File: src/hw/rtl/cmpc_pkg.sv
// shared types and constants for the clipped midpoint circle plotter
`timescale 1ns / 1ps
`default_nettype none

package cmpc_pkg;

  localparam int QUEUE_DEPTH_DEF = 2;

  localparam logic KIND_START = 1'b0;
  localparam logic KIND_STEP  = 1'b1;

  localparam logic [2:0] REG_SURFACE_WIDTH  = 3'd0;
  localparam logic [2:0] REG_SURFACE_HEIGHT = 3'd1;
  localparam logic [2:0] REG_CLIP_LEFT      = 3'd2;
  localparam logic [2:0] REG_CLIP_TOP       = 3'd3;
  localparam logic [2:0] REG_CLIP_RIGHT     = 3'd4;
  localparam logic [2:0] REG_CLIP_BOTTOM    = 3'd5;
  localparam logic [2:0] REG_ROW_STRIDE     = 3'd6;
  localparam logic [2:0] REG_BYTES_PER_PIX  = 3'd7;

  localparam logic [1:0] BPP_DRAWN = 2'd1;

  typedef struct packed {
    logic [14:0] surface_width;
    logic [14:0] surface_height;
    logic [15:0] clip_left;
    logic [15:0] clip_top;
    logic [15:0] clip_right;
    logic [15:0] clip_bottom;
    logic [14:0] row_stride;
    logic [1:0]  bytes_per_pixel;
  } cmpc_cfg_t;

  // one request from the front: four plots, or a single empty result
  typedef struct packed {
    logic        empty;
    logic        done;
    logic [15:0] centre_col;
    logic [15:0] centre_row;
    logic [15:0] offset_x;
    logic [15:0] offset_r;
    logic [7:0]  color;
  } cmpc_desc_t;

endpackage

`default_nettype wire

File: src/hw/rtl/cmpc_front.sv
// front end: accepts start and step requests and runs the circle decision state
`timescale 1ns / 1ps
`default_nettype none

module cmpc_front
  import cmpc_pkg::*;
(
  input  wire logic        clk,
  input  wire logic        rst,
  input  wire logic        s_axis_tvalid,
  output logic             s_axis_tready,
  input  wire logic [55:0] s_axis_tdata,
  input  wire logic        s_axis_tuser,
  input  wire logic [1:0]  bytes_per_pixel,
  output logic             q_valid,
  input  wire logic        q_ready,
  output cmpc_desc_t       q_data
);

  logic [15:0] offset_x, offset_r, twice_x, twice_r, decision_error;
  logic [15:0] centre_col, centre_row;
  logic [7:0]  latched_color;
  logic        figure_active;

  logic [15:0] offset_x_next, offset_r_next, twice_x_next, twice_r_next;
  logic [15:0] decision_error_next, centre_col_next, centre_row_next;
  logic [7:0]  latched_color_next;
  logic        figure_active_next;

  logic [15:0] in_cx, in_cy, in_rad;
  logic [7:0]  in_color;
  logic [15:0] t_h, t_v, x_inc, r_dec, tx_inc, tr_dec;
  logic        go_h, go_v, accept;

  assign in_cx    = s_axis_tdata[15:0];
  assign in_cy    = s_axis_tdata[31:16];
  assign in_rad   = s_axis_tdata[47:32];
  assign in_color = s_axis_tdata[55:48];

  assign s_axis_tready = q_ready;
  assign accept        = s_axis_tvalid && q_ready;
  assign q_valid       = s_axis_tvalid;

  always_comb begin
    t_h    = ((decision_error + offset_r) << 1) - 16'd1;
    t_v    = ((decision_error - offset_x) << 1) - 16'd1;
    go_v   = !decision_error[15] && decision_error != 16'd0 && !(t_v[15] || t_v == 16'd0);
    go_h   = decision_error[15] && (t_h[15] || t_h == 16'd0);
    x_inc  = offset_x + 16'd1;
    r_dec  = offset_r - 16'd1;
    tx_inc = twice_x + 16'd2;
    tr_dec = twice_r - 16'd2;

    offset_x_next       = offset_x;
    offset_r_next       = offset_r;
    twice_x_next        = twice_x;
    twice_r_next        = twice_r;
    decision_error_next = decision_error;
    centre_col_next     = centre_col;
    centre_row_next     = centre_row;
    latched_color_next  = latched_color;
    figure_active_next  = figure_active;

    q_data            = '0;
    q_data.empty      = 1'b1;
    q_data.done       = 1'b1;

    if (s_axis_tuser == KIND_START) begin
      if (bytes_per_pixel != BPP_DRAWN || in_rad[15]) begin
        figure_active_next = 1'b0;
      end else begin
        centre_col_next     = in_cx;
        centre_row_next     = in_cy;
        latched_color_next  = in_color;
        offset_x_next       = '0;
        offset_r_next       = in_rad;
        twice_x_next        = '0;
        twice_r_next        = in_rad << 1;
        decision_error_next = 16'd2 - (in_rad << 1);
        figure_active_next  = 1'b1;
        q_data.empty        = 1'b0;
        q_data.done         = 1'b0;
      end
    end else if (figure_active) begin
      if (go_h) begin
        offset_x_next       = x_inc;
        twice_x_next        = tx_inc;
        decision_error_next = decision_error + 16'd1 + tx_inc;
      end else if (go_v) begin
        offset_r_next       = r_dec;
        twice_r_next        = tr_dec;
        decision_error_next = decision_error + 16'd1 - tr_dec;
      end else begin
        offset_x_next       = x_inc;
        twice_x_next        = tx_inc;
        offset_r_next       = r_dec;
        twice_r_next        = tr_dec;
        decision_error_next = decision_error + 16'd2 + ((x_inc - r_dec) << 1);
      end
      figure_active_next = !offset_r_next[15];
      q_data.empty       = 1'b0;
      q_data.done        = offset_r_next[15];
    end

    q_data.centre_col = centre_col_next;
    q_data.centre_row = centre_row_next;
    q_data.offset_x   = offset_x_next;
    q_data.offset_r   = offset_r_next;
    q_data.color      = latched_color_next;
    if (q_data.empty) begin
      q_data.centre_col = '0;
      q_data.centre_row = '0;
      q_data.offset_x   = '0;
      q_data.offset_r   = '0;
      q_data.color      = '0;
    end
  end

  always_ff @(posedge clk) begin
    if (rst) begin
      offset_x       <= '0;
      offset_r       <= '0;
      twice_x        <= '0;
      twice_r        <= '0;
      decision_error <= '0;
      centre_col     <= '0;
      centre_row     <= '0;
      latched_color  <= '0;
      figure_active  <= 1'b0;
    end else if (accept) begin
      offset_x       <= offset_x_next;
      offset_r       <= offset_r_next;
      twice_x        <= twice_x_next;
      twice_r        <= twice_r_next;
      decision_error <= decision_error_next;
      centre_col     <= centre_col_next;
      centre_row     <= centre_row_next;
      latched_color  <= latched_color_next;
      figure_active  <= figure_active_next;
    end
  end

endmodule

`default_nettype wire

File: src/hw/rtl/cmpc_queue.sv
// short request queue between the front end and the plot stage
`timescale 1ns / 1ps
`default_nettype none

module cmpc_queue
  import cmpc_pkg::*;
#(
  parameter int DEPTH = QUEUE_DEPTH_DEF
) (
  input  wire logic  clk,
  input  wire logic  rst,
  input  wire logic  in_valid,
  output logic       in_ready,
  input  cmpc_desc_t in_data,
  output logic       out_valid,
  input  wire logic  out_ready,
  output cmpc_desc_t out_data
);

  localparam int PTR_W = (DEPTH > 1) ? $clog2(DEPTH) : 1;
  localparam int CNT_W = $clog2(DEPTH + 1);

  cmpc_desc_t       mem [DEPTH];
  logic [PTR_W-1:0] wr_ptr, rd_ptr;
  logic [CNT_W-1:0] count;
  logic             push, pop;

  assign in_ready  = count != CNT_W'(DEPTH);
  assign out_valid = count != '0;
  assign out_data  = mem[rd_ptr];
  assign push      = in_valid && in_ready;
  assign pop       = out_valid && out_ready;

  always_ff @(posedge clk) begin
    if (push) begin
      mem[wr_ptr] <= in_data;
    end
  end

  always_ff @(posedge clk) begin
    if (rst) begin
      wr_ptr <= '0;
      rd_ptr <= '0;
      count  <= '0;
    end else begin
      if (push) begin
        wr_ptr <= (wr_ptr == PTR_W'(DEPTH - 1)) ? '0 : wr_ptr + PTR_W'(1);
      end
      if (pop) begin
        rd_ptr <= (rd_ptr == PTR_W'(DEPTH - 1)) ? '0 : rd_ptr + PTR_W'(1);
      end
      if (push && !pop) begin
        count <= count + CNT_W'(1);
      end else if (pop && !push) begin
        count <= count - CNT_W'(1);
      end
    end
  end

endmodule

`default_nettype wire

File: src/hw/rtl/cmpc_back.sv
// plot stage: expands each request into plots, clips them and forms the byte offset
`timescale 1ns / 1ps
`default_nettype none

module cmpc_back
  import cmpc_pkg::*;
(
  input  wire logic        clk,
  input  wire logic        rst,
  input  cmpc_cfg_t        cfg,
  input  wire logic        q_valid,
  output logic             q_ready,
  input  cmpc_desc_t       q_data,
  output logic             m_axis_tvalid,
  input  wire logic        m_axis_tready,
  output logic [71:0]      m_axis_tdata,
  output logic [1:0]       m_axis_tuser,
  output logic             m_axis_tlast
);

  logic        en;
  logic [1:0]  idx;
  logic [16:0] px, py;
  logic [15:0] win_l, win_t, win_r, win_b;
  logic        vis, last;

  logic        s1_valid, s1_vis, s1_last, s1_done;
  logic [16:0] s1_px, s1_py;
  logic [7:0]  s1_color;

  logic        s2_valid, s2_vis, s2_last, s2_done;
  logic [16:0] s2_px, s2_py;
  logic [7:0]  s2_color;
  logic [29:0] s2_prod;

  logic [16:0] o_px, o_py;
  logic [29:0] o_offset;
  logic [7:0]  o_color;
  logic        o_vis, o_done;

  assign en      = !m_axis_tvalid || m_axis_tready;
  assign last    = q_data.empty || idx == 2'd3;
  assign q_ready = en && last;

  always_comb begin
    win_l = cfg.clip_left[15] ? 16'd0 : cfg.clip_left;
    win_t = cfg.clip_top[15] ? 16'd0 : cfg.clip_top;
    win_r = ($signed(cfg.clip_right) > $signed({1'b0, cfg.surface_width}))
            ? {1'b0, cfg.surface_width} : cfg.clip_right;
    win_b = ($signed(cfg.clip_bottom) > $signed({1'b0, cfg.surface_height}))
            ? {1'b0, cfg.surface_height} : cfg.clip_bottom;
    px = idx[1] ? {q_data.centre_col[15], q_data.centre_col} - {q_data.offset_x[15], q_data.offset_x}
                : {q_data.centre_col[15], q_data.centre_col} + {q_data.offset_x[15], q_data.offset_x};
    py = idx[0] ? {q_data.centre_row[15], q_data.centre_row} - {q_data.offset_r[15], q_data.offset_r}
                : {q_data.centre_row[15], q_data.centre_row} + {q_data.offset_r[15], q_data.offset_r};
    vis = $signed(px) >= $signed({win_l[15], win_l}) && $signed(px) < $signed({win_r[15], win_r})
       && $signed(py) >= $signed({win_t[15], win_t}) && $signed(py) < $signed({win_b[15], win_b});
    if (q_data.empty) begin
      px  = '0;
      py  = '0;
      vis = 1'b0;
    end
  end

  always_ff @(posedge clk) begin
    if (en) begin
      s1_px    <= px;
      s1_py    <= py;
      s1_vis   <= vis;
      s1_color <= q_data.color;
      s1_last  <= last;
      s1_done  <= q_data.done;

      s2_px    <= s1_px;
      s2_py    <= s1_py;
      s2_vis   <= s1_vis;
      s2_color <= s1_color;
      s2_last  <= s1_last;
      s2_done  <= s1_done;
      s2_prod  <= {15'd0, s1_py[14:0]} * {15'd0, cfg.row_stride};

      o_px         <= s2_px;
      o_py         <= s2_py;
      o_vis        <= s2_vis;
      o_color      <= s2_color;
      o_done       <= s2_done;
      m_axis_tlast <= s2_last;
      o_offset     <= s2_vis ? s2_prod + {15'd0, s2_px[14:0]} : 30'd0;
    end
  end

  always_ff @(posedge clk) begin
    if (rst) begin
      idx           <= '0;
      s1_valid      <= 1'b0;
      s2_valid      <= 1'b0;
      m_axis_tvalid <= 1'b0;
    end else if (en) begin
      s1_valid      <= q_valid;
      s2_valid      <= s1_valid;
      m_axis_tvalid <= s2_valid;
      if (q_valid) begin
        idx <= last ? 2'd0 : idx + 2'd1;
      end
    end
  end

  assign m_axis_tdata = {o_color, o_offset, o_py, o_px};
  assign m_axis_tuser = {o_done, o_vis};

endmodule

`default_nettype wire

File: src/hw/rtl/clipped_midpoint_circle_plotter_core.sv
// top level of the clipped midpoint circle plotter
`timescale 1ns / 1ps
`default_nettype none

// Draws circle outlines as a stream of pixel plots. A start request (tuser 0) latches
// centre, radius and colour and gives the four plots of the top and bottom points; each
// step request (tuser 1) makes one midpoint move and gives four more plots. The step that
// takes the radius term below zero sets figure_done on its plots and ends the circle. A
// negative radius, a pixel size other than one byte or a step with no circle active gives
// one empty result with figure_done set. Each plot carries visible (inside surface and
// clip window) and, when visible, the byte offset y*row_stride+x. A start or step request
// gives four plots, an empty request one; the plot stage gives one result per cycle while
// the output is not stalled; a small request queue lets the front end take new requests
// while plots are pending. Requests pass the queue, then the s1, s2 and o registers.
// Configuration writes take effect at once and must only be made while the block is idle.
module clipped_midpoint_circle_plotter_core
  import cmpc_pkg::*;
#(
  parameter int QUEUE_DEPTH = QUEUE_DEPTH_DEF
) (
  input  wire logic        clk,
  input  wire logic        rst,
  input  wire logic        cfg_wr_en,
  input  wire logic [2:0]  cfg_addr,
  input  wire logic [15:0] cfg_wdata,
  input  wire logic        s_axis_tvalid,
  output logic             s_axis_tready,
  input  wire logic [55:0] s_axis_tdata,  // center_x, center_y, radius, pen_color
  input  wire logic        s_axis_tuser,  // kind
  output logic             m_axis_tvalid,
  input  wire logic        m_axis_tready,
  output logic [71:0]      m_axis_tdata,  // pixel_x, pixel_y, pixel_offset, plot_color
  output logic [1:0]       m_axis_tuser,  // visible, figure_done
  output logic             m_axis_tlast   // last_of_step
);

  cmpc_cfg_t  cfg;
  cmpc_desc_t f_data, b_data;
  logic       f_valid, f_ready, b_valid, b_ready;

  always_ff @(posedge clk) begin
    if (rst) begin
      cfg.surface_width   <= 15'd640;
      cfg.surface_height  <= 15'd480;
      cfg.clip_left       <= 16'd0;
      cfg.clip_top        <= 16'd0;
      cfg.clip_right      <= 16'd32767;
      cfg.clip_bottom     <= 16'd32767;
      cfg.row_stride      <= 15'd640;
      cfg.bytes_per_pixel <= BPP_DRAWN;
    end else if (cfg_wr_en) begin
      case (cfg_addr)
        REG_SURFACE_WIDTH:  cfg.surface_width   <= cfg_wdata[14:0];
        REG_SURFACE_HEIGHT: cfg.surface_height  <= cfg_wdata[14:0];
        REG_CLIP_LEFT:      cfg.clip_left       <= cfg_wdata;
        REG_CLIP_TOP:       cfg.clip_top        <= cfg_wdata;
        REG_CLIP_RIGHT:     cfg.clip_right      <= cfg_wdata;
        REG_CLIP_BOTTOM:    cfg.clip_bottom     <= cfg_wdata;
        REG_ROW_STRIDE:     cfg.row_stride      <= cfg_wdata[14:0];
        REG_BYTES_PER_PIX:  cfg.bytes_per_pixel <= cfg_wdata[1:0];
        default: begin
        end
      endcase
    end
  end

  cmpc_front u_front (
    .clk             (clk),
    .rst             (rst),
    .s_axis_tvalid   (s_axis_tvalid),
    .s_axis_tready   (s_axis_tready),
    .s_axis_tdata    (s_axis_tdata),
    .s_axis_tuser    (s_axis_tuser),
    .bytes_per_pixel (cfg.bytes_per_pixel),
    .q_valid         (f_valid),
    .q_ready         (f_ready),
    .q_data          (f_data)
  );

  cmpc_queue #(
    .DEPTH (QUEUE_DEPTH)
  ) u_queue (
    .clk       (clk),
    .rst       (rst),
    .in_valid  (f_valid),
    .in_ready  (f_ready),
    .in_data   (f_data),
    .out_valid (b_valid),
    .out_ready (b_ready),
    .out_data  (b_data)
  );

  cmpc_back u_back (
    .clk           (clk),
    .rst           (rst),
    .cfg           (cfg),
    .q_valid       (b_valid),
    .q_ready       (b_ready),
    .q_data        (b_data),
    .m_axis_tvalid (m_axis_tvalid),
    .m_axis_tready (m_axis_tready),
    .m_axis_tdata  (m_axis_tdata),
    .m_axis_tuser  (m_axis_tuser),
    .m_axis_tlast  (m_axis_tlast)
  );

endmodule

`default_nettype wire
File: config.mk
export PLATFORM = sky130hd
export DESIGN_NAME = clipped_midpoint_circle_plotter_core
export DESIGN_NICKNAME = d
export VERILOG_FILES = /design/src/hw/rtl/cmpc_pkg.sv /design/src/hw/rtl/cmpc_front.sv /design/src/hw/rtl/cmpc_queue.sv /design/src/hw/rtl/cmpc_back.sv /design/src/hw/rtl/clipped_midpoint_circle_plotter_core.sv
export SDC_FILE = /design/constraint.sdc
export NUM_CORES = 2
export LEC_CHECK = 0
export ABC_AREA = 1
export ABC_CLOCK_PERIOD_IN_PS = 6200
export BUFFER_PORTS_ARGS = -buffer_cell sky130_fd_sc_hd__buf_2
export CAP_MARGIN = 10
export CORE_ASPECT_RATIO = 1.2
export CORE_MARGIN = 1
export CORE_UTILIZATION = 58
export DETAILED_ROUTE_END_ITERATION = 12
export PLACE_DENSITY_LB_ADDON = 0.25
export SLEW_MARGIN = 10
export SYNTH_ARGS = -nofsm -noshare
export SYNTH_HDL_FRONTEND = slang
export SYNTH_SLANG_ARGS = --single-unit
File: constraint.sdc
create_clock -name clk -period 6.2 [get_ports clk]
set_input_delay 1.24 -clock clk [delete_from_list [all_inputs] [get_ports clk]]
set_output_delay 1.24 -clock clk [all_outputs]
set_load 0.05 [all_outputs]
==> flow_metrics.py <==
metrics = {
    "status": {
        "run_status": "finished with violations",
        "violations": "design-rule violations",
    },
    "synth": {
        "yosys_register_bits": 583,
        "netlist_area_mm2": 0.04196,
        "async_flop_share": 0,
        "syn_nets": 5888,
        "ys_seq_area_frac": 0.3600,
        "synth.distinct_cells": 62,
        "syn_inst": 5303,
        "synth.avg_cell_area_um2": 7.912,
        "synth-edff-count": 343,
        "ys_warn_count": 0,
        "synth_flop_cell": "edfxtp_1",
    },
    "critical_path": {
        "critical-path-top-delay-family": "adder cells",
        "cp_num_buf_inv": 8,
        "crit_chain": "nand2_1 > inv_1 > fa_1 > inv_1 > fa_1 > inv_1 > fa_1 > inv_1 > fa_1 > inv_1 > fa_1 > inv_1 > fa_1 > inv_1 > ha_1 > a21oi_1 > o21ai_0 > o21bai_1 > a21oi_2 > inv_1 > a21oi_1 > o21bai_1 > a31oi_1 > xor2_1",
        "endpoint_kind": "flop",
        "path_class": "flop to flop",
        "start_kind": "flop",
        "slowest_stage": "fa_1",
        "cp_max_fo": 7,
        "crit_required_ns": 6.58,
        "cp_data_arrival_time_ns": 6.34,
        "crit_top_cell": "inv_1",
        "cpPeakStageDelay_ns": 0.52,
    },
    "floorplan": {
        "core_area_mm2": 0.07122,
        "die_area_mm2": 0.07343,
        "chipHeight_um": 296.6,
        "dieWidth_um": 247.5,
        "start_util": 0.5891,
        "ioPinCount": 158,
        "rows": 107,
    },
    "sta": {
        "slew_headroom": 0.2720,
        "setup_viol": 0,
        "clock_skew_ns": 0.03095,
        "timing.final.crit_share": 0.9619,
        "hold_viol_final": 0,
        "totalNegativeSetupSlack_ns": 0,
        "max_freq_ghz": 0.1677,
        "worst_pin_slew_ns": 1.085,
        "grt_setup_unrepaired": "yes",
        "slew_violations": 0,
        "final.setup.worst_slack_ns": 0.2364,
        "period_minus_slack_ns": 5.964,
        "fin_hold_ws_ns": 0.4160,
    },
    "placed_design": {
        "dp.cells": 6285,
        "gp_congestion": 0.9948,
        "io_buffer_count": 157,
        "dp_hpwl_mm": 84.97,
        "post-place-ws_ns": 0.1330,
    },
    "cells_and_area": {
        "mostFrequentLayoutCells": "nand2_1, inv_1, nor2_1",
        "areaGrowthSynthToFinish_pct": 9.664,
        "layout.nets": 6006,
        "fillers": 6171,
        "mostFrequentLayoutCell": "nand2_1",
        "drive_gt1_frac": 0.07162,
        "stdcell_count": 6402,
    },
    "run": {
        "drv_cap": 0,
    },
    "cts": {
        "root_buffer": "clkbuf_16",
        "ctsHtreeMaxLevel": 2,
        "numClockSinks": 583,
        "post_cts_buffers": 0,
        "cts_tree": "yes",
        "cts.path.max_buffers": 3,
        "cts_buffers": 60,
        "path_clk_slew_ns": 0.06,
        "clk_latency_ns": 0.65,
    },
    "drt": {
        "vias_per_cell": 5.551,
        "vias": 35538,
        "drt_first_pass_iters": 13,
        "drc": 4,
        "ant_nets": 0,
        "drtIter0Drc": 2891,
        "routed_wl_mm": 112.3,
        "avgRoutedWirePerCell_um": 17.53,
    },
    "hold_path": {
        "hold_class": "flop to flop",
    },
    "grt": {
        "grt_pass1_vias": 33502,
        "grt_max_degree": 145,
        "overflow": 0,
        "antenna_found_initial": 4,
        "grt_pass1_wl_mm": 176.1,
        "grt_usage": 0.3042,
    },
    "power": {
        "p_leak_nw": 22.89,
        "power_density_mw_per_mm2": 521.9,
        "vdd_ir_drop_max_uv": 368.2,
        "p_total_w": 0.02401,
    },
}
[kinds of logic (layout without fill, tap and decap cells)]
logic type	count (synthesis)	after routing	synth area share
buffers and inverters	982	1152	0.08973
adders and majority gates	504	504	0.1816
other	1	4	0.00008937
xor gates and xnor gates	194	194	0.04085
and+or+nand+nor	2205	2205	0.2179
DFF	583	583	0.3600
AOI/OAI and AO/OA	830	830	0.1089
muxes	4	4	0.0009543
[power by group]
part           internal (W)  leakage, nW  total (W)  switching (W)
registers           0.00521         5.62    0.00573       0.000517
clock network       0.00238         1.09    0.00401        0.00163
logic               0.00479         16.2     0.0143        0.00949
[flip-flops by register name, summed over array words and instances (netlist names), 17 cells and up, named ones only]
signal,cells
u_back.s2_py,17
cfg,111
u_back.s1_py,17
u_back.o_px,17
u_back.s2_px,17
u_back.s1_px,17
u_queue.mem,148
u_back.o_py,17
u_back.o_offset,30
u_back.s2_prod,30
[path summary, 6_finish.rpt]
| path | start | endpoint | slack (ns) | cells past startpoint |
|---|---|---|---|---|
| worst max-delay path | u_back.s1_py[6]$_SDFFCE_PP0N_ | u_back.s2_prod[27]$_DFFE_PN_ | 0.24 | 24 |
| worst min-delay path | u_back.s2_color[6]$_DFFE_PN_ | u_back.o_color[6]$_DFFE_PN_ | 0.42 | 0 |
| worst max register to register | u_back.s1_py[6]$_SDFFCE_PP0N_ | u_back.s2_prod[27]$_DFFE_PN_ | 0.24 | 24 |
| worst min register to register | u_back.s2_color[6]$_DFFE_PN_ | u_back.o_color[6]$_DFFE_PN_ | 0.42 | 0 |
[Yosys cell counts, drive strengths merged, types with 6 or more instances]
| cell | number | area [um^2] |
|---|---|---|
| a211oi | 43 | 322.8 |
| a21boi | 10 | 75.07 |
| a21o | 14 | 105.1 |
| a21oi | 395 | 1984 |
| a22oi | 8 | 60.06 |
| a31oi | 12 | 75.07 |
| buf | 38 | 221.5 |
| clkbuf | 134 | 503.0 |
| clkinv | 6 | 22.52 |
| dfxtp | 240 | 4805 |
| edfxtp | 343 | 10300 |
| fa | 175 | 3503 |
| ha | 329 | 4116 |
| inv | 804 | 3018 |
| nand2 | 1287 | 4863 |
| nand3 | 260 | 1314 |
| nand3b | 30 | 225.2 |
| nand4 | 60 | 381.6 |
| nor2 | 471 | 1783 |
| nor3 | 57 | 321.6 |
| nor4 | 10 | 62.56 |
| o211ai | 17 | 127.6 |
| o21a | 13 | 97.59 |
| o21ai | 280 | 1420 |
| o21bai | 13 | 97.59 |
| o31ai | 7 | 52.55 |
| or2 | 20 | 125.1 |
| xnor2 | 50 | 437.9 |
| xor2 | 143 | 1252 |
[repair_timing]
action	4_1_cts	5_1_grt
resized for setup	0	2
setup endpoints to repair	0	2
hold buffers	0	0
[layout make-up]
cell class	count	area (um^2)	share of cell area
diodes	3	7.507	0.0001631
clock buffers	80	1753	0.03810
clock inverters	34	471.7	0.01025
inverters	810	3050	0.06629
multi-input cells	3738	23120	0.5025
flip-flops and latches	583	15110	0.3283
well taps	926	1159	0.02518
repair buffers	228	1344	0.02920
[per-layer routing]
layer | GRT usage | up-vias | routed length (um)
met2 | 0.5191 | 1199 | 54470
met4 | 0.1498 | 0 | 5679
li1 | - | 17472 | -
met3 | 0.03113 | 280 | 6362
met5 | 0 | - | 0
met1 | 0.3840 | 16587 | 45740
[per-stage QoR]
stage               area, um^2    util
floorplan                41960       -
global placement         43780  0.6147
detailed placement       43780  0.6147
CTS                      46000  0.6459
global route             46010  0.6461
finish                   46010  0.6461
Power figures use the tool's default switching activity.
